[config.mk]
export PLATFORM = sky130hd
export DESIGN_NAME = lgc_blend
export DESIGN_NICKNAME = d
export VERILOG_FILES = /design/src/lgc_pkg.sv /design/src/lgc_blend.sv
export SDC_FILE = /design/constraint.sdc
export NUM_CORES = 2
export LEC_CHECK = 0
export BUFFER_PORTS_ARGS = -buffer_cell sky130_fd_sc_hd__clkbuf_2
export CAP_MARGIN = 25
export CORE_MARGIN = 2
export CORE_UTILIZATION = 55
export CTS_BUF_LIST = sky130_fd_sc_hd__clkbuf_2 sky130_fd_sc_hd__clkbuf_4 sky130_fd_sc_hd__clkbuf_8
export CTS_CLUSTER_SIZE = 14
export DETAILED_ROUTE_END_ITERATION = 10
export MAX_ROUTING_LAYER = met4
export PLACE_DENSITY = 0.73
export SLEW_MARGIN = 20
export SYNTH_ARGS = -nofsm -noshare
export SYNTH_HDL_FRONTEND = slang
export SYNTH_SLANG_ARGS = --single-unit
[constraint.sdc]
create_clock -name clk -period 14.4 [get_ports clk]
set_input_delay 0.72 -clock clk [delete_from_list [all_inputs] [get_ports clk]]
set_output_delay 0.72 -clock clk [all_outputs]
set_load 0.01 [all_outputs]
[src/lgc_pkg.sv]
// shared types and constants of the linear gradient color block
// depends on nothing; imported by every module of the block
`default_nettype none

package lgc_pkg;

	// apb register map, one 32-bit word per register
	localparam int ADDR_W = 5;
	localparam logic [2:0] REG_POINT_A_X   = 3'd0;
	localparam logic [2:0] REG_POINT_A_Y   = 3'd1;
	localparam logic [2:0] REG_POINT_B_X   = 3'd2;
	localparam logic [2:0] REG_POINT_B_Y   = 3'd3;
	localparam logic [2:0] REG_COLOR_A     = 3'd4;
	localparam logic [2:0] REG_COLOR_B     = 3'd5;
	localparam logic [2:0] REG_SOLID_COLOR = 3'd6;
	localparam logic [2:0] REG_GRADIENT_ON = 3'd7;

	// one divider cell per quotient bit, q = floor(num * 2^17 / den)
	localparam int NUM_CELLS = 17;
	// s1..s4, divider cells, weight stage, product stage, output register
	localparam int PIPE_DEPTH = 4 + NUM_CELLS + 3;

	// t = 1.0 in q1.16
	localparam logic [16:0] T_ONE = 17'h10000;

	// how the blend weight of a request is chosen
	typedef enum logic [1:0] {
		MODE_SOLID,
		MODE_ZERO,
		MODE_ONE,
		MODE_DIV
	} lgc_mode_t;

	// configuration register file contents
	typedef struct packed {
		logic signed [15:0] point_a_x;
		logic signed [15:0] point_a_y;
		logic signed [15:0] point_b_x;
		logic signed [15:0] point_b_y;
		logic [31:0]        color_a;
		logic [31:0]        color_b;
		logic [31:0]        solid_color;
		logic               gradient_on;
	} lgc_cfg_t;

	// data handed from one divider cell to the next
	typedef struct packed {
		logic        valid;
		lgc_mode_t   mode;
		logic [33:0] rem;
		logic [33:0] den;
		logic [16:0] quo;
	} lgc_cell_t;

endpackage

`default_nettype wire

[src/lgc_blend.sv]
// blend back end: rounds the quotient to t, weights the two colors per channel
// depends on lgc_pkg; takes the last divider cell
`default_nettype none

module lgc_blend (
	input  wire logic               clk,
	input  wire logic               arst_n,
	input  wire lgc_pkg::lgc_cell_t cell_i,
	input  wire lgc_pkg::lgc_cfg_t  cfg,
	output logic                    done,
	output logic [7:0]              red,
	output logic [7:0]              green,
	output logic [7:0]              blue,
	output logic [7:0]              alpha
);
	import lgc_pkg::*;

	logic        valid_b1, valid_b2, done_q;
	logic        solid_b1, solid_b2;
	logic [16:0] t_b1;
	logic [17:0] quo_inc;
	logic [16:0] t_next;
	logic [16:0] w_a;
	logic [24:0] sum_b2 [4];
	logic [24:0] sum_next [4];
	logic [24:0] rnd [4];
	logic [7:0]  chan_q [4];

	// b1: rounded weight, half up
	assign quo_inc = {1'b0, cell_i.quo} + 18'd1;

	always_comb begin
		unique case (cell_i.mode)
			MODE_ONE: t_next = T_ONE;
			MODE_DIV: t_next = quo_inc[17:1];
			default:  t_next = '0;
		endcase
	end

	always_ff @(posedge clk or negedge arst_n) begin
		if (!arst_n) begin
			valid_b1 <= 1'b0;
		end else begin
			valid_b1 <= cell_i.valid;
		end
	end

	always_ff @(posedge clk) begin
		t_b1     <= t_next;
		solid_b1 <= (cell_i.mode == MODE_SOLID);
	end

	// b2: weighted sum per channel
	assign w_a = T_ONE - t_b1;

	always_comb begin
		for (int k = 0; k < 4; k++) begin
			sum_next[k] = 25'(cfg.color_a[31-8*k -: 8]) * 25'(w_a)
				+ 25'(cfg.color_b[31-8*k -: 8]) * 25'(t_b1);
		end
	end

	always_ff @(posedge clk or negedge arst_n) begin
		if (!arst_n) begin
			valid_b2 <= 1'b0;
		end else begin
			valid_b2 <= valid_b1;
		end
	end

	always_ff @(posedge clk) begin
		solid_b2 <= solid_b1;
		for (int k = 0; k < 4; k++) begin
			sum_b2[k] <= sum_next[k];
		end
	end

	// output register: round to nearest or pass the solid color
	always_comb begin
		for (int k = 0; k < 4; k++) begin
			rnd[k] = sum_b2[k] + 25'h8000;
		end
	end

	always_ff @(posedge clk or negedge arst_n) begin
		if (!arst_n) begin
			done_q <= 1'b0;
		end else begin
			done_q <= valid_b2;
		end
	end

	always_ff @(posedge clk) begin
		for (int k = 0; k < 4; k++) begin
			chan_q[k] <= solid_b2 ? cfg.solid_color[31-8*k -: 8] : rnd[k][23:16];
		end
	end

	assign done  = done_q;
	assign red   = chan_q[0];
	assign green = chan_q[1];
	assign blue  = chan_q[2];
	assign alpha = chan_q[3];

endmodule

`default_nettype wire

=== Word-level counts from Yosys, hierarchy flattened ===
Memories as Yosys holds them, arrays and structs flattened.
Index checks and enable logic that the tools add are counted.

* Add/subtract/negate cells: 10
* $mul: 8
* Equal/unequal tests: 2
* Mux-type cells: 5
* Reductions and logical operators: 1

{| class="wikitable"
|+ Operators by type and width
! kind !! number
|-
| multiplier 8 x 17 -> 25 bit || 8
|-
| adder 25 bit || 4
|-
| adder 24 x 16 -> 24 bit (second input constant) || 4
|-
| one-hot mux 17 bit (2 select lines) || 1
|-
| 2-to-1 mux 8 bit || 4
|-
| adder 17 x 1 -> 18 bit (second input constant) || 1
|-
| subtractor 17 bit (first input constant) || 1
|-
| equality test 2 bit (second input constant) || 2
|-
| logical NOT 2 bit || 1
|}

* Register bits after elaboration: 22
* Memory bits (writable): 132
* Bits of input ports: 251
* Output and inout bits: 33
* Logic and storage cells: 34
* Memories: 2

{| class="wikitable"
|+ Memories
! name !! words !! bits a word !! rd ports !! clocked after Yosys merged registers in !! wr ports !! RTL line !! source
|-
| sum_b2 || 4 || 25 || 4 || 0 || 4 || lgc_blend.sv:24 || <nowiki>logic [24:0] sum_b2 [4];</nowiki>
|-
| chan_q || 4 || 8 || 4 || 0 || 4 || lgc_blend.sv:27 || <nowiki>logic [7:0] chan_q [4];</nowiki>
|}

=== Longest topological paths before layout ===
* Word-level depth: 3
* Mapped depth: 30

=== Worst setup path after synthesis ===
No wires, ideal clock.

* Path type: register to register
* Start: register t_b1[2]
* End: memory sum_b2[2][23]
* Setup time: 0.129 ns
* Arrival time: 7.078 ns
* Data required time: 14.271 ns
* Slack: 7.193 ns
* Cell stages (with the launch flop): 28
* Path buffers: 3
* Period minus slack after synthesis: 7.207 ns
* Cells stage by stage: dfxtp_1 buf_2 nor2_1 nand3_1 or3_1 clkbuf_1 nor3_1 nand2_1 xor2_1 clkbuf_1 nand2_1 fa_1 fa_1 fa_1 inv_1 fa_1 fa_1 inv_1 fa_1 inv_1 ha_1 and4_1 a221oi_1 a21oi_1 o41a_1 a41o_1 o41ai_1 xnor2_1

{| class="wikitable"
|+ RTL lines
! item !! RTL line !! source
|-
| start, declared || lgc_blend.sv:20 || <nowiki>logic [16:0] t_b1;</nowiki>
|-
| start signal, assigned || lgc_blend.sv:49 || <nowiki>t_b1 <= t_next;</nowiki>
|-
| end, declared || lgc_blend.sv:24 ||
|}

==> key figures <==
Timing
  – Final-report hold violation count: 0
  – Clock skew: 0.0225 ns
  – Max_slew headroom: 26.8%
  – Pin slew with the least headroom to its limit: 1.09 ns
  – Maximum clock frequency: 112 MHz
  – Period minus WS final: a little under 9 ns
  – Pins Over Slew Limit: 0
  – WHS: 0.0838 ns
  – Final setup violation count: 0
  – Period utilization: 62.0%
  – Unrepaired setup endpoints after global routing: no
  – Setup_tns: 0 ns
  – PnR worst setup slack: 5.47 ns

Flow run
  – Number of max-cap violations: 0

Worst hold path
  – Hold WC Path Type: primary input to asynchronous set/reset pin

Power
  – P per Cell Area: 241 nW/um^2
  – Leak: 19.3 nW
  – Worst vdd ir: roughly 0.33 mV
  – Total power draw: between 8 and 9 mW

Clocking
  – Clock-pin slew on the worst setup and hold paths: 0.09 ns
  – Clock Root Buffer: clkbuf_8
  – H-tree depth: 3
  – Post-CTS sizing: 0
  – Worst skew pair latency: 0.41 ns
  – Hold-fix buffers, CTS: 0
  – Num CTS Buffers: 9
  – Setup Buffers After CTS: 0
  – Clk sink count: 90
  – CTS tree: built
  – Maximum clock path buffer count: 2

Routing
  – DR vias/cell: 5.17
  – Antenna-violating nets left: 0
  – Vias: ~25000
  – DRC: 0
  – Wire per inst: 16.3 um
  – DR pass1 iterations: 5
  – Drt first-iter violations: 1213
  – Final wirelength: 79000 um

Global route
  – Initial antenna violation count: 9
  – Vias in the first global route: 26800
  – Largest net degree at the start of global routing: 61
  – Overall routing resource usage: between 20% and 30%
  – Grt total ovfl: 0
  – First-pass GRT wire length: roughly 140000 um

Placed design
  – Pre-CTS setup slack: 5.54 ns
  – IO buf count: 150
  – HPWL Detailed: 62300 um
  – Routability congestion estimate: 0.896

Yosys
  – Cell count after synthesis: 3974
  – Number of synthesized flops with an enable pin: 0
  – Net Count, Synth: approximately 5400
  – Main synth FF type: dfxtp_1
  – Synth top area cells: fa_1 (49%), inv_1 (11%), ha_1 (9.5%)
  – Syn Area/Cell: 8.93 sq um
  – Synth top area share: 49.2%
  – Netlist cell types: 49
  – Cell Area, Synth: 35500 sq um
  – Ys async rst share: 3.33%
  – Post-synthesis register bit count: 90
  – Synth area leader: fa_1
  – Post-synthesis sequential area ratio: 5.12%
  – YS warnings: 0

Die
  – Die Area: 66600 sq um
  – Core footprint: ~64000 sq um
  – Die Height: 258 um
  – Die Span X: 258 um
  – Starting density of the core: 55.4%
  – Top-Level Pins: 284
  – Row cnt: 93

Setup path
  – Critical path origin: t_b1[3]$_DFF_P_
  – Crit. End Element: register
  – Worst reg2reg startpoint: t_b1[3]$_DFF_P_
  – Crit Path Category: register to register
  – R2r endpoint: sum_b2[2][23]$_DFF_P_
  – Critical Path Sink: sum_b2[2][23]$_DFF_P_
  – Critical Path RT: between 10 and 15 ns
  – R2R Setup Slk: 5.47 ns
  – Max stage delay on crit path: 0.87 ns
  – Setup crit start kind: register
  – Crit path arrival time: 9.23 ns
  – CP max stage cell: xnor2_2
  – Worst-path fanout max: 34
  – R2R cell count: 26
  – Critical path's most frequent cell: fa_1

Final layout
  – Final Net Count: 5374
  – Core Util, Final: 58.0%
  – Commonest non-fill, non-tap cell in the layout: inv_1
  – FF+latch area: 1820 sq um
  – Fillers: 5661
  – Most frequent cells in the layout: inv_1 (1011), fa_1 (872), nand2_1 (592), and2_1 (534), ha_1 (270)
  – Layout cells sized above 1: a little under 6%
  – Area growth syn-to-layout: 4.76%
  – Multi-input gate area: just under 30000 sq um

Outcome
  – Status: complete, no violations
registers in the layout, indices dropped and copies added, names as in the netlist:
signal and cells:
sum_b2 36, done 1, solid_b1 1, solid_b2 1, t_b1 17, chan_q 32, valid_b1 1, valid_b2 1
layout make-up:
type                    instances  share of cell area (%)
diodes                          8                  0.0538
multi-input cells            2678                    78.6
clock buffers                  10                   0.353
flip-flops and latches         90                    4.89
inverters                    1011                    10.2
well taps                     855                    2.88
clock inverters                 6                   0.175
repair buffers                191                    2.85
stage by stage:
stage | cell area [sq um] | cells
after global placement | 37000 | 4825
after detailed placement | 37000 | 4825
final | 37200 | 4849
after floorplan | 35500 | 3974
after CTS | 37200 | 4841
after global routing | 37200 | 4849
Yosys cell counts, types with 2 or more instances:
cell type,n
nor2_1,52
xnor2_1,74
fa_1,872
inv_1,1011
o21ai_0,46
and2_1,534
a2111oi_0,2
clkbuf_1,183
buf_1,6
buf_2,4
o41ai_1,3
xor2_1,45
nor2b_1,5
a21oi_1,27
dfxtp_1,87
nand3b_1,4
nand2b_1,2
and3_1,24
nand3_1,38
buf_6,2
dfrtp_1,3
o2111ai_1,2
ha_1,270
a221oi_1,3
nand4_1,11
a21o_1,10
nor3_1,15
or3_1,5
o21a_1,6
a21boi_0,2
and4_1,3
mux2_2,4
a211oi_1,3
nand2_1,592
nor4_1,2
o211ai_1,8
or3_4,2
how the worst min path moves through the flow:
stage	cells past startpoint	to	slack, ns
6_report	1	done$_DFF_PN0_	0.08
2_1_floorplan	0	solid_b2$_DFF_P_	0.31
5_1_grt	1	done$_DFF_PN0_	0.05
3_5_place_dp	0	solid_b2$_DFF_P_	0.32
4_1_cts	1	valid_b1$_DFF_PN0_	0.04
3_3_place_gp	0	solid_b2$_DFF_P_	0.31
metal layers:
layer  GRT usage [%]  part of all wire [%]  vias to the layer above
met4            7.35                   2.6                        0
li1                -                     -                    11300
met2            41.8                    47                      768
met1            37.0                    44                    12800
met3            2.48                   6.1                      115
met5               -                     0                        -
cell families after synthesis:
logic type,count (synthesis),share of synthesized area (%)
AOI/OAI and AO/OA,119,2.05
DFF,90,5.12
muxes,4,0.127
adders and majority gates,1142,58.7
buffers and inverters,1206,12.8
xor gates and xnor gates,121,3.03
and+or+nand+nor,1292,18.2
critical path: cells and delay by family (launching register included):
family | cells | cell delay (ns)
AOI/OAI and AO/OA | 6 | 1.98
DFF | 1 | 0.33
and+or+nand+nor | 6 | 1.18
xor gates and xnor gates | 2 | 0.99
buffers and inverters | 5 | 1.00
adders and majority gates | 7 | 3.29
report_power, final:
| group | total (mW) | internal [mW] | switching [mW] | leakage [nW] |
|---|---|---|---|---|
| Sequential | 0.528 | 0.467 | 0.0611 | 0.766 |
| Combinational | 8.26 | 3.50 | 4.76 | 18.5 |
| Clock | 0.184 | 0.0827 | 0.101 | 0.101 |
| Total | 8.97 | 4.05 | 4.92 | 19.3 |
(Power assumes the default switching activity.)
