<file path="config.mk">
export PLATFORM = sky130hd
export DESIGN_NAME = lgc_proj
export DESIGN_NICKNAME = d
export VERILOG_FILES = /design/src/lgc_pkg.sv /design/src/lgc_proj.sv
export SDC_FILE = /design/constraint.sdc
export NUM_CORES = 2
export LEC_CHECK = 0
export BUFFER_PORTS_ARGS = -buffer_cell sky130_fd_sc_hd__buf_2
export CAP_MARGIN = 20
export CELL_PAD_IN_SITES_DETAIL_PLACEMENT = 0
export CELL_PAD_IN_SITES_GLOBAL_PLACEMENT = 1
export CORE_AREA = 2 2 355 357
export CTS_CLUSTER_DIAMETER = 200
export DETAILED_ROUTE_END_ITERATION = 16
export DIE_AREA = 0 0 357 359
export PLACE_DENSITY_LB_ADDON = 0.1
export SLEW_MARGIN = 0
export SYNTH_ARGS = -nofsm -noshare
export SYNTH_HDL_FRONTEND = slang
export SYNTH_SLANG_ARGS = --single-unit
</file>
<file path="constraint.sdc">
create_clock -name clk -period 19.4 [get_ports clk]
set_clock_uncertainty 0.2 [all_clocks]
set_input_delay 0 -clock clk [delete_from_list [all_inputs] [get_ports clk]]
set_output_delay 0 -clock clk [all_outputs]
set_load 0.01 [all_outputs]
</file>
<file path="src/lgc_pkg.sv">
// shared types and constants of the linear gradient color block
// depends on nothing; imported by every module of the block
`default_nettype none

package lgc_pkg;

	// apb register map, one 32-bit word per register
	localparam int ADDR_W = 5;
	localparam logic [2:0] REG_POINT_A_X   = 3'd0;
	localparam logic [2:0] REG_POINT_A_Y   = 3'd1;
	localparam logic [2:0] REG_POINT_B_X   = 3'd2;
	localparam logic [2:0] REG_POINT_B_Y   = 3'd3;
	localparam logic [2:0] REG_COLOR_A     = 3'd4;
	localparam logic [2:0] REG_COLOR_B     = 3'd5;
	localparam logic [2:0] REG_SOLID_COLOR = 3'd6;
	localparam logic [2:0] REG_GRADIENT_ON = 3'd7;

	// one divider cell per quotient bit, q = floor(num * 2^17 / den)
	localparam int NUM_CELLS = 17;
	// s1..s4, divider cells, weight stage, product stage, output register
	localparam int PIPE_DEPTH = 4 + NUM_CELLS + 3;

	// t = 1.0 in q1.16
	localparam logic [16:0] T_ONE = 17'h10000;

	// how the blend weight of a request is chosen
	typedef enum logic [1:0] {
		MODE_SOLID,
		MODE_ZERO,
		MODE_ONE,
		MODE_DIV
	} lgc_mode_t;

	// configuration register file contents
	typedef struct packed {
		logic signed [15:0] point_a_x;
		logic signed [15:0] point_a_y;
		logic signed [15:0] point_b_x;
		logic signed [15:0] point_b_y;
		logic [31:0]        color_a;
		logic [31:0]        color_b;
		logic [31:0]        solid_color;
		logic               gradient_on;
	} lgc_cfg_t;

	// data handed from one divider cell to the next
	typedef struct packed {
		logic        valid;
		lgc_mode_t   mode;
		logic [33:0] rem;
		logic [33:0] den;
		logic [16:0] quo;
	} lgc_cell_t;

endpackage

`default_nettype wire

</file>
<file path="src/lgc_proj.sv">
// projection front end: dot product, squared length and weight classification
// depends on lgc_pkg; feeds the first divider cell
`default_nettype none

module lgc_proj (
	input  wire logic               clk,
	input  wire logic               arst_n,
	input  wire logic               in_valid,
	input  wire logic signed [15:0] pos_x,
	input  wire logic signed [15:0] pos_y,
	input  wire lgc_pkg::lgc_cfg_t  cfg,
	output lgc_pkg::lgc_cell_t      cell_o
);
	import lgc_pkg::*;

	logic               valid_s1, valid_s2, valid_s3;
	logic signed [16:0] da_s1, db_s1, dx_s1, dy_s1;
	logic signed [33:0] pxd_s2, pyd_s2, sqx_s2, sqy_s2;
	logic signed [34:0] num_s3;
	logic [33:0]        den_s3;
	logic               num_low, num_high;
	lgc_mode_t          mode;
	lgc_cell_t          cell_s4;

	// s1: offsets from endpoint a
	always_ff @(posedge clk or negedge arst_n) begin
		if (!arst_n) begin
			valid_s1 <= 1'b0;
		end else begin
			valid_s1 <= in_valid;
		end
	end

	always_ff @(posedge clk) begin
		da_s1 <= {pos_x[15], pos_x} - {cfg.point_a_x[15], cfg.point_a_x};
		db_s1 <= {pos_y[15], pos_y} - {cfg.point_a_y[15], cfg.point_a_y};
		dx_s1 <= {cfg.point_b_x[15], cfg.point_b_x} - {cfg.point_a_x[15], cfg.point_a_x};
		dy_s1 <= {cfg.point_b_y[15], cfg.point_b_y} - {cfg.point_a_y[15], cfg.point_a_y};
	end

	// s2: products
	always_ff @(posedge clk or negedge arst_n) begin
		if (!arst_n) begin
			valid_s2 <= 1'b0;
		end else begin
			valid_s2 <= valid_s1;
		end
	end

	always_ff @(posedge clk) begin
		pxd_s2 <= da_s1 * dx_s1;
		pyd_s2 <= db_s1 * dy_s1;
		sqx_s2 <= dx_s1 * dx_s1;
		sqy_s2 <= dy_s1 * dy_s1;
	end

	// s3: dot product and squared length
	always_ff @(posedge clk or negedge arst_n) begin
		if (!arst_n) begin
			valid_s3 <= 1'b0;
		end else begin
			valid_s3 <= valid_s2;
		end
	end

	always_ff @(posedge clk) begin
		num_s3 <= $signed({pxd_s2[33], pxd_s2}) + $signed({pyd_s2[33], pyd_s2});
		den_s3 <= sqx_s2[33:0] + sqy_s2[33:0];
	end

	// s4: pick the weight case, seed the divider remainder
	assign num_low  = num_s3[34] || (num_s3 == '0);
	assign num_high = !num_s3[34] && (num_s3[33:0] >= den_s3);

	always_comb begin
		if (!cfg.gradient_on) begin
			mode = MODE_SOLID;
		end else if (den_s3 == '0 || num_low) begin
			mode = MODE_ZERO;
		end else if (num_high) begin
			mode = MODE_ONE;
		end else begin
			mode = MODE_DIV;
		end
	end

	always_ff @(posedge clk or negedge arst_n) begin
		if (!arst_n) begin
			cell_s4 <= '0;
		end else begin
			cell_s4.valid <= valid_s3;
			cell_s4.mode  <= mode;
			cell_s4.rem   <= (mode == MODE_DIV) ? num_s3[33:0] : '0;
			cell_s4.den   <= den_s3;
			cell_s4.quo   <= '0;
		end
	end

	assign cell_o = cell_s4;

endmodule

`default_nettype wire

</file>
After elaboration in Yosys (flattened, before gate mapping)
Cells that the tools add are included.

Flip-flop bits (word level): 347. Word-level logic and storage cells: 39. Input bits: 196. Output and inout bits: 88.

Multiplexer cells: 4. Reductions and logical operators: 6. Multiply operators: 4. Add/sub/neg operators: 6. Equality and inequality tests: 1. Order comparisons: 1.

Operator list (count): multiplier 17 x 17 -> 34 bit (4); subtractor 16 x 16 -> 17 bit (4); adder 34 x 34 -> 35 bit (1); logical NOT 35 bit (1); adder 34 bit (1); greater-or-equal comparator 34 bit (1); logical NOT 34 bit (1); two-way mux 34 bit (1); two-way mux 2 bit (2); equality test 2 bit (second input constant) (1); logical OR 1 bit (2); logical AND 1 bit (1); logical NOT 1 bit (1); two-way mux 1 bit (1).

Longest topological paths before layout
Depth after elaboration: 7. Gate-level depth with buffers: 26.

Worst setup path after synthesis
Ideal clock, no wire load.

Kind: register to register. Start: register dy_s1[10]. End: register pyd_s2[32]. Arrival time: 6.088 ns. Clock period less this slack: 6.406 ns. Required time: 19.082 ns. Buffers on the path: 2. Setup time: 0.118 ns. Cell stages (with the launch flop): 26. Path slack: 12.994 ns. Cell sequence: dfxtp_1 -> clkbuf_1 -> clkbuf_1 -> nand2_1 -> fa_1 -> inv_1 -> fa_1 -> inv_1 -> fa_1 -> inv_1 -> fa_1 -> fa_1 -> inv_1 -> fa_1 -> inv_1 -> ha_1 -> a21o_1 -> a21o_1 -> a21oi_1 -> o21ai_1 -> nor4b_2 -> nor3_1 -> nand3b_1 -> a31oi_1 -> a21oi_1 -> xnor2_1.

Cells in the longest elaborated chain, start to end: 1.

Ends and longest elaborated chain: start, declared (RTL line lgc_proj.sv:17) `logic signed [16:0] da_s1, db_s1, dx_s1, dy_s1;`; start signal, assigned (RTL line lgc_proj.sv:38) `dy_s1 <= {cfg.point_b_y[15], cfg.point_b_y} - {cfg.point_a_y[15], cfg.point_a_y};`; multiplier 17 x 17 -> 34 bit (RTL line lgc_proj.sv:52) `pyd_s2 <= db_s1 * dy_s1;`; end signal, assigned (RTL line lgc_proj.sv:52); end, declared (RTL line lgc_proj.sv:18) `logic signed [33:0] pxd_s2, pyd_s2, sqx_s2, sqy_s2;`.

No other way between the ends.

Worst setup path after layout
Start: register dx_s1[3]. End: register sqx_s2[33].

Cells in the longest elaborated chain, start to end: 1.

Ends and longest elaborated chain: start, declared (RTL line lgc_proj.sv:17); start signal, assigned (RTL line lgc_proj.sv:37) `dx_s1 <= {cfg.point_b_x[15], cfg.point_b_x} - {cfg.point_a_x[15], cfg.point_a_x};`; multiplier 17 x 17 -> 34 bit (RTL line lgc_proj.sv:53) `sqx_s2 <= dx_s1 * dx_s1;`; end signal, assigned (RTL line lgc_proj.sv:53); end, declared (RTL line lgc_proj.sv:18).

No other way between the ends.

==> qor.yml <==
drt_pass1_iterations: 6
dieWidth_um: 357
maxSlewViolCount: 0
yosysSeqAreaShare_pct: 13.1
synth_simple_gate_area_share_pct: 13.1
start_util_pct: 44.6
grt_pass1_vias: 42500
critical_path_class: "reg -> reg"
clkLatencyLatePin_ns: 0.63
synth_commonest_cells: "1400 x inv_1, 1129 x fa_1, 518 x ha_1"
fmax_mhz: 136
rsz0062_at_grt: "no"
core_area_sq_mm: 0.125
clockBufferDepth: 3
yosysMostFrequentCell: "inv_1"
port_buffers: 170
synthXorXnorAreaFrac_pct: 4.02
viasPerCell: 4.96
syn2layout_area_growth_pct: 11.0
worstHoldPathType: "in -> reg"
drcViolationCount: 0
tns_ns: 0
synth_warnings: 0
cts_tree: "yes"
critPathArrivalTime_ns: 7.68
drt_iter0_drc: 1765
netlist_instances: 5862
antenna_found_initial: 8
overflow: 0
maxSlewHeadroom_pct: 31.4
grt_max_degree: 75
clkTransAtPathRegs_ns: 0.07
drv_cap: 0
die_y_um: 359
synthArstFlopShare_pct: 21.4
clkSinkCount: 345
setup_viol: 0
cp.required_ns: 19.71
die_area_sq_mm: 0.128
wl_per_cell_um: 17.5
final_layout_size_suffix_gt1_share_pct: 5.33
period_share_pct: 38.0
io_pins: 284
post_cts_buffers: 0
synthMuxAreaShare_pct: 0.110
worstMarginPinSlew_ns: 1.03
finalHoldViolations: 0
place_congestion: 0.890
cts_root_buffer: "clkbuf_16"
synth_compound_area_share_pct: 6.54
row_count: 130
start_kind: "flip-flop"
wirelength_um: 137000
synth_cell_type_count: 77
synth_top_family_by_area: "adder cells"
finalCriticalPeriod_ns: 7.37
grt_pass1_wl_um: 228000
synth_area_leaders: "fa_1 41%, ha_1 12%, dfxtp_1 9.8%, inv_1 9.5%, and2_1 4.4%"
synthAdderAreaFrac_pct: 52.3
yosysTopAreaCellShare_pct: 40.7
cts_inserted_buffers: 43
avgSynthCellArea_sq_um: 9.48
end_kind: "flip-flop"
grt_use_total_pct: 22.6
cp_max_fo: 32
ys_dominant_reg_cell: "dfxtp_1"
syn-cell-area_sq_mm: 0.0556
ys_ff_latch: 345
vias: 39000
antenna_left: 0
outcome: "finished clean"
synth-edff-count: 0
post-dp-hpwl_um: 109000
synth_top_area_cell: "fa_1"
fin_nets: 8013
htreeDepth: 2
## final timing paths
kind / endpoint / startpoint / cells after the start / slack, ns
min in group asynchronous: valid_s2$_DFF_PN0_ / arst_n / 4 / 0.31
hold reg to reg: valid_s2$_DFF_PN0_ / valid_s1$_DFF_PN0_ / 0 / 0.15
setup reg to reg: sqx_s2[33]$_DFF_P_ / dx_s1[3]$_DFF_P_ / 22 / 12.03
max in group asynchronous: cell_o[61]$_DFF_PN0_ / arst_n / 4 / 18.38
setup / recovery: sqx_s2[33]$_DFF_P_ / dx_s1[3]$_DFF_P_ / 22 / 12.03
hold / removal: dy_s1[0]$_DFF_P_ / cfg[97] / 5 / 0.05
## routing by layer
metal  part of all wire (%)  up-vias  global-route usage, %
met2                     48      600                   37.9
li1                       -    18300                      -
met1                     46    20000                   31.8
met4                    1.7        0                   4.14
met3                    4.5      100                   2.53
met5                      0        -                      0
## registers in the layout (all words and copies together) (netlist names)
| register | count |
|---|---|
| den_s3 | 34 |
| num_s3 | 35 |
| da_s1 | 17 |
| db_s1 | 17 |
| valid_s1 | 1 |
| valid_s2 | 1 |
| sqx_s2 | 33 |
| cell_o | 71 |
| sqy_s2 | 33 |
| valid_s3 | 1 |
| pxd_s2 | 34 |
| dx_s1 | 17 |
| pyd_s2 | 34 |
| dy_s1 | 17 |
## cells by family after synthesis
group | count (synthesis)
DFF | 345
other | 1
AOI/OAI and AO/OA | 550
muxes | 6
xor gates and xnor gates | 255
adders and majority gates | 1647
and+or+nand+nor | 1481
buffers and inverters | 1577
## layout by cell type, fill, tap and decap left out, types with 50 or more instances in the layout
cell           Yosys  routed
a21o_1            76      76
nand2_1          494     494
and2_1           394     394
nor2_1           263     263
and3_1            51      51
inv_1           1400    1400
fa_1            1129    1129
nor3_1            54      54
dlygate4sd3_1      0     215
buf_2              0     169
ha_1             518     518
xor2_1            50      50
o21ai_0           88      88
nor2b_1           53      53
dfxtp_1          271     260
xnor2_1          205     205
a21oi_1          151     151
dfrtp_1           74      74
## per-stage QoR
stage | cell area, sq um | utilization, % | instances | setup WS, ns | hold slack, ns
3_3_place_gp | 58100 | 46.6 | 7559 | 11.98 | -0.0789
3_5_place_dp | 58100 | 46.6 | 7559 | 11.94 | -0.0734
5_1_grt | 61700 | 49.5 | 7855 | 11.52 | 0.0677
4_1_cts | 61700 | 49.5 | 7855 | 11.92 | 0.0123
6_report | 61700 | 49.5 | 7856 | 12.03 | 0.0535
2_1_floorplan | 55600 | - | 5878 | 12.99 | -0.496
## critical path, stage by stage (launching register included)
cell	delay [ns]
dfxtp_2	0.95
inv_1	0.43
nor2_1	0.32
fa_1	0.45
inv_1	0.09
fa_1	0.42
fa_1	0.53
inv_1	0.06
fa_1	0.50
fa_1	0.50
inv_1	0.05
fa_1	0.47
inv_1	0.04
ha_1	0.36
and3_1	0.23
nand3_1	0.09
nor3_1	0.42
o2111ai_1	0.25
a21oi_1	0.32
nor2_1	0.12
o2111ai_1	0.21
a21oi_1	0.10
xnor2_1	0.12
## final cells by class
type | instances | area (sq um)
Clock inverter | 29 | 267
Multi-Input combinational cell | 3956 | 42400
Sequential cell | 345 | 7290
Clock buffer | 51 | 1150
Fill cell | 12000 | 62900
Tap cell | 1650 | 2060
Antenna cell | 1 | 2.50
Timing Repair Buffer | 422 | 3300
Inverter | 1402 | 5260
## timing repair
action / CTS / global route
endpoints found under the hold margin: 151 / 0
hold buffers: 216 / 0
resized for setup: 0 / 0
Power is not shown: default switching activity piles up to over one toggle a cycle in this logic, so the estimate is an artifact.
