`src/lgc_pkg.sv`:
```
// shared types and constants of the linear gradient color block
// depends on nothing; imported by every module of the block
`default_nettype none

package lgc_pkg;

	// apb register map, one 32-bit word per register
	localparam int ADDR_W = 5;
	localparam logic [2:0] REG_POINT_A_X   = 3'd0;
	localparam logic [2:0] REG_POINT_A_Y   = 3'd1;
	localparam logic [2:0] REG_POINT_B_X   = 3'd2;
	localparam logic [2:0] REG_POINT_B_Y   = 3'd3;
	localparam logic [2:0] REG_COLOR_A     = 3'd4;
	localparam logic [2:0] REG_COLOR_B     = 3'd5;
	localparam logic [2:0] REG_SOLID_COLOR = 3'd6;
	localparam logic [2:0] REG_GRADIENT_ON = 3'd7;

	// one divider cell per quotient bit, q = floor(num * 2^17 / den)
	localparam int NUM_CELLS = 17;
	// s1..s4, divider cells, weight stage, product stage, output register
	localparam int PIPE_DEPTH = 4 + NUM_CELLS + 3;

	// t = 1.0 in q1.16
	localparam logic [16:0] T_ONE = 17'h10000;

	// how the blend weight of a request is chosen
	typedef enum logic [1:0] {
		MODE_SOLID,
		MODE_ZERO,
		MODE_ONE,
		MODE_DIV
	} lgc_mode_t;

	// configuration register file contents
	typedef struct packed {
		logic signed [15:0] point_a_x;
		logic signed [15:0] point_a_y;
		logic signed [15:0] point_b_x;
		logic signed [15:0] point_b_y;
		logic [31:0]        color_a;
		logic [31:0]        color_b;
		logic [31:0]        solid_color;
		logic               gradient_on;
	} lgc_cfg_t;

	// data handed from one divider cell to the next
	typedef struct packed {
		logic        valid;
		lgc_mode_t   mode;
		logic [33:0] rem;
		logic [33:0] den;
		logic [16:0] quo;
	} lgc_cell_t;

endpackage

`default_nettype wire

```
`src/lgc_div_cell.sv`:
```
// one restoring division cell: produces one quotient bit per request
// depends on lgc_pkg; chained by the top level
`default_nettype none

module lgc_div_cell (
	input  wire logic              clk,
	input  wire logic              arst_n,
	input  wire lgc_pkg::lgc_cell_t cell_i,
	output lgc_pkg::lgc_cell_t     cell_o
);
	import lgc_pkg::*;

	logic [34:0] rem2;
	logic [34:0] diff;
	logic        take;
	lgc_cell_t   cell_q;

	// shift remainder, trial subtract
	assign rem2 = {cell_i.rem, 1'b0};
	assign diff = rem2 - {1'b0, cell_i.den};
	assign take = rem2 >= {1'b0, cell_i.den};

	always_ff @(posedge clk or negedge arst_n) begin
		if (!arst_n) begin
			cell_q <= '0;
		end else begin
			cell_q.valid <= cell_i.valid;
			cell_q.mode  <= cell_i.mode;
			cell_q.den   <= cell_i.den;
			cell_q.rem   <= take ? diff[33:0] : rem2[33:0];
			cell_q.quo   <= {cell_i.quo[15:0], take};
		end
	end

	assign cell_o = cell_q;

	// remainder stays below the divisor
	a_rem_below_den: assert property (@(posedge clk) disable iff (!arst_n)
		cell_q.valid && cell_q.mode == MODE_DIV |-> cell_q.rem < cell_q.den)
		else $error("divider remainder not below divisor");

endmodule

`default_nettype wire

```
`config.mk`:
```
export PLATFORM = sky130hd
export DESIGN_NAME = lgc_div_cell
export DESIGN_NICKNAME = d
export VERILOG_FILES = /design/src/lgc_pkg.sv /design/src/lgc_div_cell.sv
export SDC_FILE = /design/constraint.sdc
export NUM_CORES = 1
export LEC_CHECK = 0
export BUFFER_PORTS_ARGS = -buffer_cell sky130_fd_sc_hd__buf_2
export CORE_MARGIN = 3
export CORE_UTILIZATION = 45
export DETAILED_ROUTE_END_ITERATION = 16
export PLACE_DENSITY = 0.84
export SLEW_MARGIN = 10
export SYNTH_ARGS = -nofsm -noshare
export SYNTH_HDL_FRONTEND = slang
export SYNTH_SLANG_ARGS = --single-unit
```
`constraint.sdc`:
```
create_clock -name clk -period 0.8 [get_ports clk]
set_clock_uncertainty 0.05 [all_clocks]
set_input_delay 0.16 -clock clk [delete_from_list [all_inputs] [get_ports clk]]
set_output_delay 0.16 -clock clk [all_outputs]
set_load 0.02 [all_outputs]
```
Yosys cells after proc, flatten, opt, wreduce, memory -nomap -nowiden --
Cells that the tools add are included.
Word-level totals: register bits after elaboration 88, word-level logic and storage cells 8
Cells by class: $add $sub $neg 1, order comparisons 1, mux-type cells 1
Operator list (count):
- $ge 35x34->1 | 1
- $mux 34 | 1
- $sub 34x34->34 | 1

Longest topological paths before layout --
Gate-level depths: netlist of run 1.
word-level depth 2, depth in mapped cells 14

Worst setup path after synthesis of run 1 --
No wires, ideal clock.
kind input port to flip-flop, start point input port cell_i[17] in the netlist's numbering, end point register cell_q, in the netlist cell_o[83], library setup time 0.125 ns, arrival 2.658 ns, required time 0.625 ns, path slack -2.033 ns, cell stages on the path 10, buffers on the path 0, path through inv_1 > fa_1 > a21o_1 > a221oi_4 > a211oi_2 > a311o_2 > a21oi_1 > nor3_1 > or3b_1 > mux2_4
On the way: cells in the longest elaborated chain, start to end 2
Ends and longest elaborated chain:
- start, declared | RTL line lgc_div_cell.sv:8 | input wire lgc_pkg::lgc_cell_t cell_i,
- $sub 34x34->34 / $ge 35x34->1 (equally long branches) | RTL line lgc_div_cell.sv:20, lgc_div_cell.sv:21
- $mux 34 (*) | RTL line lgc_div_cell.sv:30 | cell_q.rem <= take ? diff[33:0] : rem2[33:0];
- end, declared | RTL line lgc_div_cell.sv:16 | lgc_cell_t cell_q;
Every way passes the cells marked *; elsewhere a longest branch is shown, timed or not.

Worst setup path after layout of run 1 --
start point input port cell_i[39] in the netlist's numbering, end point register cell_q, in the netlist cell_o[83]
The elaborated chain is that of the path after synthesis.

==> report_table.html, run 1 <==
<table>
<tr><th>Metric</th><th>Value</th></tr>
<tr><th colspan="2">Drt</th></tr>
<tr><td>Remaining antenna violation count after routing</td><td>0</td></tr>
<tr><td>Iteration-0 DRC Markers</td><td>484</td></tr>
<tr><td>Final routed wire length divided by cell count</td><td>25.0 um</td></tr>
<tr><td>Via count normalized by instance count</td><td>5.94</td></tr>
<tr><td>First-pass iteration count of the detailed router</td><td>5</td></tr>
<tr><td>Overall routed net length</td><td>23300 um</td></tr>
<tr><td>Number of remaining DRC errors</td><td>0</td></tr>
<tr><td>Number of vias after detailed routing</td><td>5539</td></tr>
<tr><th colspan="2">Global route</th></tr>
<tr><td>Remaining global-route overflow</td><td>0</td></tr>
<tr><td>GR Util All Layers</td><td>27.6%</td></tr>
<tr><td>Maximum number of pins on one net before global-route repair</td><td>22</td></tr>
<tr><td>Number of antenna violations at the first check in global routing</td><td>1</td></tr>
<tr><td>Wire length of the first global-routing pass</td><td>25200 um</td></tr>
<tr><td>Vias in the first global route</td><td>5136</td></tr>
<tr><th colspan="2">Critical path</th></tr>
<tr><td>Critical Path End Type</td><td>register</td></tr>
<tr><td>Max FO, Critical Path</td><td>4</td></tr>
<tr><td>Setup crit start kind</td><td>primary input</td></tr>
<tr><td>CP arrival</td><td>2.79 ns</td></tr>
<tr><td>Class of the most critical setup path</td><td>in -&gt; reg</td></tr>
<tr><td>Worst EP required</td><td>~1.0 ns</td></tr>
<tr><th colspan="2">Die</th></tr>
<tr><td>Row Count</td><td>36</td></tr>
<tr><td>Initial core utilization</td><td>47.1%</td></tr>
<tr><td>Number of placed I/O pins</td><td>178</td></tr>
<tr><td>Die area</td><td>11700 um^2</td></tr>
<tr><td>Vert. Die Dim</td><td>~110 um</td></tr>
<tr><td>Core Box Area</td><td>around 10000 um^2</td></tr>
<tr><td>Width of the die</td><td>108 um</td></tr>
<tr><th colspan="2">STA</th></tr>
<tr><td>Final period util</td><td>320%</td></tr>
<tr><td>Setup repair after global routing missed its margin</td><td>true</td></tr>
<tr><td>Max Slew Vio Count</td><td>0</td></tr>
<tr><td>Hold WS</td><td>-0.0465 ns</td></tr>
<tr><td>Shortest clock period the worst path allows after layout</td><td>2.56 ns</td></tr>
<tr><td>Max-Slew Margin vs Limit</td><td>66.1%</td></tr>
<tr><td>Number of hold violations in the final report</td><td>8</td></tr>
<tr><td>Post-layout worst setup margin</td><td>-1.76 ns</td></tr>
<tr><td>Worst Max-Slew Pin Slew</td><td>~0.5 ns</td></tr>
<tr><td>Post-route setup TNS</td><td>-83.10 ns</td></tr>
<tr><td>Number of setup violations in the final report</td><td>123</td></tr>
<tr><td>Timing-limited maximum frequency</td><td>391 MHz</td></tr>
<tr><th colspan="2">Layout</th></tr>
<tr><td>Cell Count, Final, Fillers Out</td><td>roughly 930</td></tr>
<tr><td>Post-route cell area</td><td>8870 um^2</td></tr>
<tr><td>Share of cells above drive strength 1</td><td>56.2%</td></tr>
<tr><td>P&amp;R area growth vs syn</td><td>89.2%</td></tr>
<tr><td>Most used cells in the layout excluding fill and tap cells</td><td>133 x sky130_fd_sc_hd__buf_4, 101 x sky130_fd_sc_hd__buf_6, 88 x sky130_fd_sc_hd__dfrtp_1, 74 x sky130_fd_sc_hd__buf_2, 54 x sky130_fd_sc_hd__dlygate4sd3_1</td></tr>
<tr><td>Final cell utilization of the core</td><td>89.1%</td></tr>
<tr><td>Final #Nets</td><td>919</td></tr>
<tr><td>Fill count</td><td>383</td></tr>
<tr><td>Largest register FFs</td><td>88</td></tr>
<tr><td>Leading cell type in the layout, fill and taps excluded</td><td>sky130_fd_sc_hd__buf_4</td></tr>
<tr><th colspan="2">Pwr</th></tr>
<tr><td>Part of the total power dissipated in combinational logic</td><td>44.6%</td></tr>
<tr><td>Post-layout power</td><td>between 15 and 20 mW</td></tr>
<tr><td>Power density over the cells</td><td>1740 nW/um^2</td></tr>
<tr><td>Part of the total power dissipated in sequential elements</td><td>34.2%</td></tr>
<tr><td>Switching share of power</td><td>36.5%</td></tr>
<tr><td>Int Power</td><td>slightly below 10 mW</td></tr>
<tr><td>Relative contribution of the clock network to total power</td><td>a little over a fifth</td></tr>
<tr><td>Worst vdd rail ir drop</td><td>0.970 mV</td></tr>
<tr><td>Leakage power</td><td>4.33 nW</td></tr>
<tr><td>Switching component of the power</td><td>5.62 mW</td></tr>
<tr><th colspan="2">Clock tree</th></tr>
<tr><td>CTS Buf Count</td><td>9</td></tr>
<tr><td>Maximum root-to-sink buffer count</td><td>2</td></tr>
<tr><td>Sinks on Clock Net</td><td>88</td></tr>
<tr><td>Clock Tree Root</td><td>sky130_fd_sc_hd__clkbuf_8</td></tr>
<tr><td>Depth of the CTS H-tree</td><td>3</td></tr>
<tr><td>Clock transition at the register clock pins on the worst setup and hold paths after CTS</td><td>0.11 ns</td></tr>
<tr><td>Clock tree from TritonCTS</td><td>yes</td></tr>
<tr><td>Hold Buf Count CTS</td><td>54</td></tr>
<tr><th colspan="2">Logic synthesis</th></tr>
<tr><td>Number of warnings issued by yosys</td><td>0</td></tr>
<tr><td>Number of library cell types mapped by synthesis</td><td>67</td></tr>
<tr><td>Asr flop ratio synth</td><td>100%</td></tr>
<tr><td>Number of enable flip-flop cells after synthesis</td><td>0</td></tr>
<tr><td>Syn Std Cell Area</td><td>4690 um^2</td></tr>
<tr><td>Top FF cell, synth</td><td>sky130_fd_sc_hd__dfrtp_1</td></tr>
<tr><td>Post-synthesis area per instance</td><td>11.2 um^2</td></tr>
<tr><td>Synth Net Count</td><td>approximately 540</td></tr>
<tr><td>Sequential cell area fraction in the yosys report</td><td>47.0%</td></tr>
<tr><td>Syn Inst Count</td><td>approximately 420</td></tr>
<tr><td>Flip-flop and latch count after synthesis</td><td>88</td></tr>
<tr><th colspan="2">Run status</th></tr>
<tr><td>Status</td><td>finished with violations</td></tr>
<tr><td>Violations in the final reports</td><td>hold timing, setup timing</td></tr>
<tr><th colspan="2">Placement</th></tr>
<tr><td>Placed Instance Area</td><td>just under 7000 um^2</td></tr>
<tr><td>Routability Congestion</td><td>about 0.87</td></tr>
<tr><td>Port buffer count</td><td>176</td></tr>
<tr><td>Post-DP HPWL</td><td>approximately 11000 um</td></tr>
<tr><td>Worst setup timing slack at the placement stage</td><td>-1.98 ns</td></tr>
<tr><td>Cell total after placement</td><td>842</td></tr>
<tr><th colspan="2">Run</th></tr>
<tr><td>Number of maximum-capacitance violations</td><td>0</td></tr>
<tr><th colspan="2">Worst hold path</th></tr>
<tr><td>Worst min-delay path class</td><td>in -&gt; reg</td></tr>
</table>
logic make-up after synthesis:
kind of cell | Yosys count | share of synthesized area [%]
simple gates | 75 | 8.97
buf+inv | 54 | 4.94
fa+ha+maj | 35 | 9.50
xor+xnor | 27 | 5.05
mux | 30 | 7.90
flops | 88 | 47.0
compound gates | 110 | 16.7
power groups by stage:
| stage | Sequential (mW) | Combinational [mW] | Clock, mW |
|---|---|---|---|
| global route | 5.29 | 7.13 | 3.44 |
| CTS | 5.08 | 5.41 | 3.15 |
| detailed placement | 5.15 | 4.66 | 0 |
| floorplan | 5.81 | 1.92 | 0 |
| global placement | 5.13 | 4.55 | 0 |
| finish | 5.26 | 6.86 | 3.27 |
what timing repair did:
action	CTS	global route
hold endpoints to repair	156	11
cloned	2	0
resized for setup	76	236
setup endpoints to repair	123	123
setup buffers	12	9
pin swaps	14	20
cells in the mapped netlist (3+ instances only):
| master | n | area [um^2] |
|---|---|---|
| sky130_fd_sc_hd__o211ai_1 | 5 | 37.5 |
| sky130_fd_sc_hd__o221ai_1 | 3 | 26.3 |
| sky130_fd_sc_hd__mux2_2 | 20 | 225 |
| sky130_fd_sc_hd__dfrtp_1 | 88 | 2200 |
| sky130_fd_sc_hd__o21ai_0 | 20 | 100 |
| sky130_fd_sc_hd__nand2_1 | 15 | 56.3 |
| sky130_fd_sc_hd__xnor2_1 | 15 | 131 |
| sky130_fd_sc_hd__ha_1 | 34 | 425 |
| sky130_fd_sc_hd__nand2b_1 | 4 | 25.0 |
| sky130_fd_sc_hd__xor2_1 | 12 | 105 |
| sky130_fd_sc_hd__nor2_1 | 12 | 45.0 |
| sky130_fd_sc_hd__o21bai_1 | 4 | 30.0 |
| sky130_fd_sc_hd__nor3_1 | 8 | 40.0 |
| sky130_fd_sc_hd__a21o_1 | 17 | 128 |
| sky130_fd_sc_hd__a21oi_1 | 32 | 160 |
| sky130_fd_sc_hd__mux2_4 | 9 | 135 |
| sky130_fd_sc_hd__o21a_1 | 3 | 22.5 |
| sky130_fd_sc_hd__nand4_1 | 10 | 62.6 |
| sky130_fd_sc_hd__inv_1 | 40 | 150 |
| sky130_fd_sc_hd__nand3_1 | 3 | 15.0 |
| sky130_fd_sc_hd__clkbuf_1 | 9 | 33.8 |
| sky130_fd_sc_hd__and2_1 | 3 | 18.8 |
| sky130_fd_sc_hd__o31ai_1 | 3 | 22.5 |
worst max-delay path: stages:
cell	delay, ns
sky130_fd_sc_hd__buf_2	0.09
sky130_fd_sc_hd__inv_1	0.04
sky130_fd_sc_hd__ha_1	0.38
sky130_fd_sc_hd__nand2_1	0.15
sky130_fd_sc_hd__o21ai_0	0.46
sky130_fd_sc_hd__a21oi_1	0.13
sky130_fd_sc_hd__o21ai_1	0.30
sky130_fd_sc_hd__a21oi_4	0.07
sky130_fd_sc_hd__buf_4	0.16
sky130_fd_sc_hd__o2111ai_2	0.18
sky130_fd_sc_hd__or3b_1	0.41
sky130_fd_sc_hd__mux2_4	0.27
cell type report:
type	count	area (um^2)	area share [%]
multi-input combinational	277	2820	31.8
sequential	88	2200	24.8
timing repair buffer	377	3310	37.3
antenna	1	2.50	0.0282
inverter	41	169	1.91
tap	133	166	1.88
clock inverter	7	76.3	0.861
clock buffer	9	124	1.40
final timing paths:
| check | from | end | cells after the start |
|---|---|---|---|
| max in group asynchronous | arst_n | cell_o[65] | 3 |
| worst max-delay path | cell_i[39] | cell_o[83] | 12 |
| min in group asynchronous | arst_n | cell_o[80] | 2 |
| worst min-delay path | cell_i[59] | cell_o[60] | 2 |
routing by layer:
| metal | share of wire, % | track usage, % | up-vias |
|---|---|---|---|
| li1 | - | - | 2238 |
| met1 | 32 | 33.4 | 2606 |
| met2 | 50 | 50.3 | 501 |
| met3 | 9.6 | 4.18 | 192 |
| met4 | 8.2 | 9.02 | 2 |
| met5 | 0.047 | 0 | - |
Note: power is estimated with default switching activity, not from simulation.
==> inputs of run 2 (changes only) <==
CORE_UTILIZATION = 50   (was 45)
PLACE_DENSITY = 0.91   (was 0.84)
==> run 2 against run 1 <==
Net effect: the run now fails in 5_1_grt; synthesized area did not move; synthesized cell count unchanged.
==> report_table.html, run 2 <==
<table>
<tr><th>Metric</th><th>Value</th></tr>
<tr><th colspan="2">Global route</th></tr>
<tr><td>Remaining global-route overflow</td><td>182</td></tr>
<tr><td>Maximum number of pins on one net before global-route repair</td><td>40</td></tr>
<tr><td>GR Util All Layers</td><td>roughly 82%</td></tr>
<tr><th colspan="2">Run status</th></tr>
<tr><td>Status</td><td>aborted with a tool error</td></tr>
<tr><td>Halt Reason</td><td>[ERROR GRT-0232] Routing congestion too high. Check the congestion heatmap in the GUI.</td></tr>
<tr><td>Stage where the run ended</td><td>5_1_grt</td></tr>
<tr><th colspan="2">Logic synthesis</th></tr>
<tr><td>Number of enable flip-flop cells after synthesis</td><td>0 (unchanged)</td></tr>
<tr><td>Sequential cell area fraction in the yosys report</td><td>47.0% (unchanged)</td></tr>
<tr><td>Number of warnings issued by yosys</td><td>0 (unchanged)</td></tr>
<tr><td>Combinational family with the most area after synthesis</td><td>compound AO/OA/AOI/OAI gates</td></tr>
<tr><td>Leading post-synthesis cells by instance count</td><td>88 x sky130_fd_sc_hd__dfrtp_1, 40 x sky130_fd_sc_hd__inv_1, 34 x sky130_fd_sc_hd__ha_1, 32 x sky130_fd_sc_hd__a21oi_1</td></tr>
<tr><td>Area share of the leading cell type in the synthesized netlist</td><td>47.0% (unchanged)</td></tr>
<tr><td>Flip-flop and latch count after synthesis</td><td>88 (unchanged)</td></tr>
<tr><td>Syn Inst Count</td><td>419 (unchanged)</td></tr>
<tr><td>Post-synthesis share of cell area spent on xor and xnor gates</td><td>5.05% (unchanged)</td></tr>
<tr><td>Post-synthesis area per instance</td><td>11.2 um^2 (unchanged)</td></tr>
<tr><td>Top FF cell, synth</td><td>sky130_fd_sc_hd__dfrtp_1</td></tr>
<tr><td>Most area-hungry cell type in the Yosys netlist</td><td>sky130_fd_sc_hd__dfrtp_1</td></tr>
<tr><td>Top-count cell post-synth</td><td>sky130_fd_sc_hd__dfrtp_1</td></tr>
<tr><td>Syn Std Cell Area</td><td>4690 um^2 (unchanged)</td></tr>
<tr><td>Most area-consuming cells after synthesis</td><td>sky130_fd_sc_hd__dfrtp_1 47%, sky130_fd_sc_hd__ha_1 9.1%, sky130_fd_sc_hd__mux2_2 4.8%</td></tr>
<tr><td>Area fraction in compound gates after synthesis</td><td>16.7% (unchanged)</td></tr>
<tr><td>Area share of fa/ha/maj cells after synthesis</td><td>9.50% (unchanged)</td></tr>
<tr><td>Asr flop ratio synth</td><td>100% (unchanged)</td></tr>
<tr><td>Multiplexer area fraction after synthesis</td><td>7.90% (unchanged)</td></tr>
<tr><td>Synth Net Count</td><td>544 (unchanged)</td></tr>
<tr><td>Number of library cell types mapped by synthesis</td><td>67 (unchanged)</td></tr>
<tr><td>Synthesized-area fraction occupied by and/or/nand/nor cells</td><td>8.97% (unchanged)</td></tr>
<tr><th colspan="2">Clock tree</th></tr>
<tr><td>Maximum root-to-sink buffer count</td><td>2 (unchanged)</td></tr>
<tr><td>Depth of the CTS H-tree</td><td>3 (unchanged)</td></tr>
<tr><td>CTS Buf Count</td><td>9 (unchanged)</td></tr>
<tr><td>Sinks on Clock Net</td><td>88 (unchanged)</td></tr>
<tr><td>Clock Tree Root</td><td>sky130_fd_sc_hd__clkbuf_8</td></tr>
<tr><th colspan="2">Die</th></tr>
<tr><td>Vert. Die Dim</td><td>103 um (-4.8%)</td></tr>
<tr><td>Number of placed I/O pins</td><td>178 (unchanged)</td></tr>
<tr><td>Row Count</td><td>34 (-5.6%)</td></tr>
<tr><td>Width of the die</td><td>103 um (-4.8%)</td></tr>
<tr><td>Initial core utilization</td><td>52.5% (+5.4 points)</td></tr>
<tr><th colspan="2">Placement</th></tr>
<tr><td>Port buffer count</td><td>176 (unchanged)</td></tr>
<tr><td>Worst setup timing slack at the placement stage</td><td>-2.07 ns (-0.0903 ns)</td></tr>
<tr><td>Routability Congestion</td><td>0.832 (-4.5%)</td></tr>
<tr><td>Post-DP HPWL</td><td>10900 um (+0.67%)</td></tr>
<tr><td>Cell total after placement</td><td>799 (-5.1%)</td></tr>
<tr><td>Placed Instance Area</td><td>6630 um^2 (-2.6%)</td></tr>
<tr><th colspan="2">STA</th></tr>
<tr><td>Grt repair worst endpoint</td><td>cell_o[77]$_DFF_PN0_/D</td></tr>
<tr><td>Worst ep type</td><td>sequential cell input</td></tr>
</table>
-- run 2: what timing repair did --
| action | CTS |
|---|---|
| hold endpoints to repair | 149 |
| endpoints found under the setup margin | 123 |
| gates resized for setup | 225 |
| setup buffers | 18 |
| hold buffers | 54 |
| pin swaps | 15 |
-- run 2: kinds of logic after synthesis --
kind of cell	Yosys count
AND/OR/NAND/NOR	75
adder cells (fa/ha/maj)	35
flip-flops	88
multiplexers	30
XOR/XNOR	27
buffers and inverters	54
AO/OA/AOI/OAI	110
-- run 2: metal layers --
metal | global-route usage [%] | overflow
met1 | 78.6 | 2
met2 | 97.7 | 102
met3 | 69.1 | 2
met4 | 91.1 | 76
met5 | 27.9 | 0
-- run 2: stage by stage --
step                hold WS (ns)  util [%]  setup TNS [ns]
floorplan                 -0.186         -          -57.84
global placement         -0.0338      74.2          -63.96
detailed placement       -0.0310      74.2          -67.28
CTS                      -0.0149      93.3          -75.52
==> inputs of run 3 (changes only) <==
CORE_UTILIZATION = 35   (was 50)
PLACE_DENSITY = unset   (was 0.91)
PLACE_DENSITY_LB_ADDON = 0.15   (was unset)
==> run 3 against run 2 <==
Net effect: the flow now finishes, with violations (hold timing, setup timing).
==> report_table.html, run 3 (synthesis results as in run 1) <==
<table>
<tr><th>Metric</th><th>Value</th></tr>
<tr><th colspan="2">Run status</th></tr>
<tr><td>Status</td><td>finished with violations</td></tr>
<tr><td>Violations in the final reports</td><td>hold timing, setup timing</td></tr>
<tr><th colspan="2">Die</th></tr>
<tr><td>Number of placed I/O pins</td><td>178 (unchanged)</td></tr>
<tr><td>Vert. Die Dim</td><td>122 um (+18%)</td></tr>
<tr><td>Width of the die</td><td>122 um (+18%)</td></tr>
<tr><td>Row Count</td><td>41 (+21%)</td></tr>
<tr><td>Die area</td><td>14800 um^2</td></tr>
<tr><td>Initial core utilization</td><td>36.4% (-16 points)</td></tr>
<tr><td>Core Box Area</td><td>~13000 um^2</td></tr>
<tr><th colspan="2">Layout</th></tr>
<tr><td>P&amp;R area growth vs syn</td><td>88.8%</td></tr>
<tr><td>Final cell utilization of the core</td><td>68.7%</td></tr>
<tr><td>Leading cell type in the layout, fill and taps excluded</td><td>sky130_fd_sc_hd__buf_4</td></tr>
<tr><td>Cell Count, Final, Fillers Out</td><td>957</td></tr>
<tr><td>Final #Nets</td><td>905</td></tr>
<tr><td>Antenna cell count</td><td>0</td></tr>
<tr><td>Most used cells in the layout excluding fill and tap cells</td><td>122 x sky130_fd_sc_hd__buf_4, 104 x sky130_fd_sc_hd__buf_6, 88 x sky130_fd_sc_hd__dfrtp_1, 70 x sky130_fd_sc_hd__buf_2, 54 x sky130_fd_sc_hd__dlygate4sd3_1</td></tr>
<tr><td>Post-route cell area</td><td>8850 um^2</td></tr>
<tr><td>Largest register FFs</td><td>88</td></tr>
<tr><td>Share of cells above drive strength 1</td><td>54.9%</td></tr>
<tr><th colspan="2">STA</th></tr>
<tr><td>Hold WS</td><td>-0.00655 ns</td></tr>
<tr><td>Worst Max-Slew Pin Slew</td><td>0.359 ns</td></tr>
<tr><td>Final period util</td><td>293%</td></tr>
<tr><td>Max-Slew Margin vs Limit</td><td>75.9%</td></tr>
<tr><td>Number of hold violations in the final report</td><td>6</td></tr>
<tr><td>Setup repair after global routing missed its margin</td><td>true</td></tr>
<tr><td>Number of setup violations in the final report</td><td>123</td></tr>
<tr><td>Timing-limited maximum frequency</td><td>427 MHz</td></tr>
<tr><td>Shortest clock period the worst path allows after layout</td><td>approximately 2.3 ns</td></tr>
<tr><td>Max Slew Vio Count</td><td>0</td></tr>
<tr><td>Post-layout worst setup margin</td><td>-1.54 ns</td></tr>
<tr><th colspan="2">Placement</th></tr>
<tr><td>Placed Instance Area</td><td>6760 um^2 (+1.9%)</td></tr>
<tr><td>Post-DP HPWL</td><td>10400 um (-4.3%)</td></tr>
<tr><td>Cell total after placement</td><td>869 (+8.8%)</td></tr>
<tr><td>Port buffer count</td><td>176 (unchanged)</td></tr>
<tr><td>Routability Congestion</td><td>0.819 (-1.6%)</td></tr>
<tr><th colspan="2">Critical path</th></tr>
<tr><td>Largest incremental delay on the critical path</td><td>roughly 0.38 ns</td></tr>
<tr><td>Max FO, Critical Path</td><td>3</td></tr>
<tr><td>Top delay family on crit path</td><td>compound AO/OA/AOI/OAI gates</td></tr>
<tr><td>Worst path bufs/invs</td><td>2</td></tr>
<tr><td>Class of the most critical setup path</td><td>in -&gt; reg</td></tr>
<tr><td>Worst EP required</td><td>between 0.9 and 1 ns</td></tr>
<tr><td>Setup crit start kind</td><td>primary input</td></tr>
<tr><td>Critical-path cell list</td><td>buf_8, fa_2, a21o_1, a221oi_4, buf_4, o21ai_2, a31o_2, a41o_1, a2111oi_4, nor3_1, mux2_4</td></tr>
<tr><td>CP arrival</td><td>2.54 ns</td></tr>
<tr><td>Critical Path End Type</td><td>register</td></tr>
<tr><td>Library cell contributing the largest single delay on the critical path</td><td>sky130_fd_sc_hd__fa_2</td></tr>
<tr><th colspan="2">Pwr</th></tr>
<tr><td>Worst vdd rail ir drop</td><td>about 0.89 mV</td></tr>
<tr><td>Leakage power</td><td>4.30 nW</td></tr>
<tr><td>Power density over the cells</td><td>1760 nW/um^2</td></tr>
<tr><th colspan="2">Drt</th></tr>
<tr><td>Number of remaining DRC errors</td><td>0</td></tr>
<tr><td>Via count normalized by instance count</td><td>4.75</td></tr>
<tr><td>Final routed wire length divided by cell count</td><td>~15 um</td></tr>
<tr><td>First-pass iteration count of the detailed router</td><td>4</td></tr>
<tr><td>Number of vias after detailed routing</td><td>4544</td></tr>
<tr><td>Overall routed net length</td><td>14700 um</td></tr>
<tr><td>Iteration-0 DRC Markers</td><td>around 150</td></tr>
<tr><td>Remaining antenna violation count after routing</td><td>0</td></tr>
<tr><th colspan="2">Clock tree</th></tr>
<tr><td>Clock transition at the register clock pins on the worst setup and hold paths after CTS</td><td>roughly 0.070 ns</td></tr>
<tr><td>Sinks on Clock Net</td><td>88 (unchanged)</td></tr>
<tr><td>Clock tree from TritonCTS</td><td>yes</td></tr>
<tr><td>CTS Buf Count</td><td>9 (unchanged)</td></tr>
<tr><td>Depth of the CTS H-tree</td><td>3 (unchanged)</td></tr>
<tr><td>Hold Buf Count CTS</td><td>54 (unchanged)</td></tr>
<tr><td>Maximum root-to-sink buffer count</td><td>2 (unchanged)</td></tr>
<tr><td>Clock Tree Root</td><td>sky130_fd_sc_hd__clkbuf_16</td></tr>
<tr><th colspan="2">Global route</th></tr>
<tr><td>Remaining global-route overflow</td><td>0</td></tr>
<tr><td>Vias in the first global route</td><td>approximately 4800</td></tr>
<tr><td>Number of antenna violations at the first check in global routing</td><td>0</td></tr>
<tr><td>GR Util All Layers</td><td>around a fifth</td></tr>
<tr><td>Maximum number of pins on one net before global-route repair</td><td>22</td></tr>
<tr><td>Wire length of the first global-routing pass</td><td>23300 um</td></tr>
<tr><th colspan="2">Worst hold path</th></tr>
<tr><td>Worst min-delay path class</td><td>in -&gt; reg</td></tr>
<tr><th colspan="2">Run</th></tr>
<tr><td>Number of maximum-capacitance violations</td><td>0</td></tr>
</table>
-- run 3: repair_timing --
action	CTS	global route
cloned	2	0
buffers inserted	12	9
endpoints found under the hold margin	148	6
gates resized for setup	264	38
pin swaps	7	20
setup endpoints to repair	123	123
-- run 3: power breakdown --
part	leakage (nW)	internal, mW	total, mW	switching [mW]
Clock	0.140	2.20	4.24	2.04
Combinational	3.13	3.45	6.12	2.67
Sequential	1.03	4.94	5.19	0.247
Total	4.30	10.6	15.5	4.96
-- run 3: metrics by stage --
step / TNS, ns / power [mW] / setup slack [ns]
after floorplan: -57.84 / 7.73 / -1.79
after global placement: -65.39 / 9.67 / -1.96
after detailed placement: -66.36 / 9.72 / -2.01
after CTS: -74.12 / 15.5 / -1.56
after global routing: -77.44 / 16.3 / -1.62
final: -73.14 / 15.5 / -1.54
-- run 3: worst paths after layout --
path                       startpoint  slack [ns]         end  depth (start not counted)
max                        cell_i[51]       -1.54  cell_o[77]                         11
min in group asynchronous      arst_n        0.20   cell_o[4]                          2
min                        cell_i[58]      -0.007  cell_o[59]                          2
max in group asynchronous      arst_n        0.09  cell_o[72]                          3
-- run 3: cell type report --
| type | instances | area, um^2 |
|---|---|---|
| Fill cell | 962 | 4030 |
| Inverter | 41 | 169 |
| Multi-Input combinational cell | 277 | 2750 |
| Sequential cell | 88 | 2200 |
| Timing Repair Buffer | 363 | 3220 |
| Clock buffer | 9 | 225 |
| Clock inverter | 7 | 68.8 |
| Tap cell | 172 | 215 |
-- run 3: per-layer routing --
metal | GRT usage, % | wire length [um] | vias up | share of wire (%)
li1 | - | - | 2223 | -
met1 | 25.1 | 6480 | 2181 | 44
met2 | 34.6 | 7340 | 118 | 50
met3 | 3.06 | 530 | 22 | 3.6
met4 | 7.42 | 316 | 0 | 2.2
met5 | 0 | 0 | - | 0
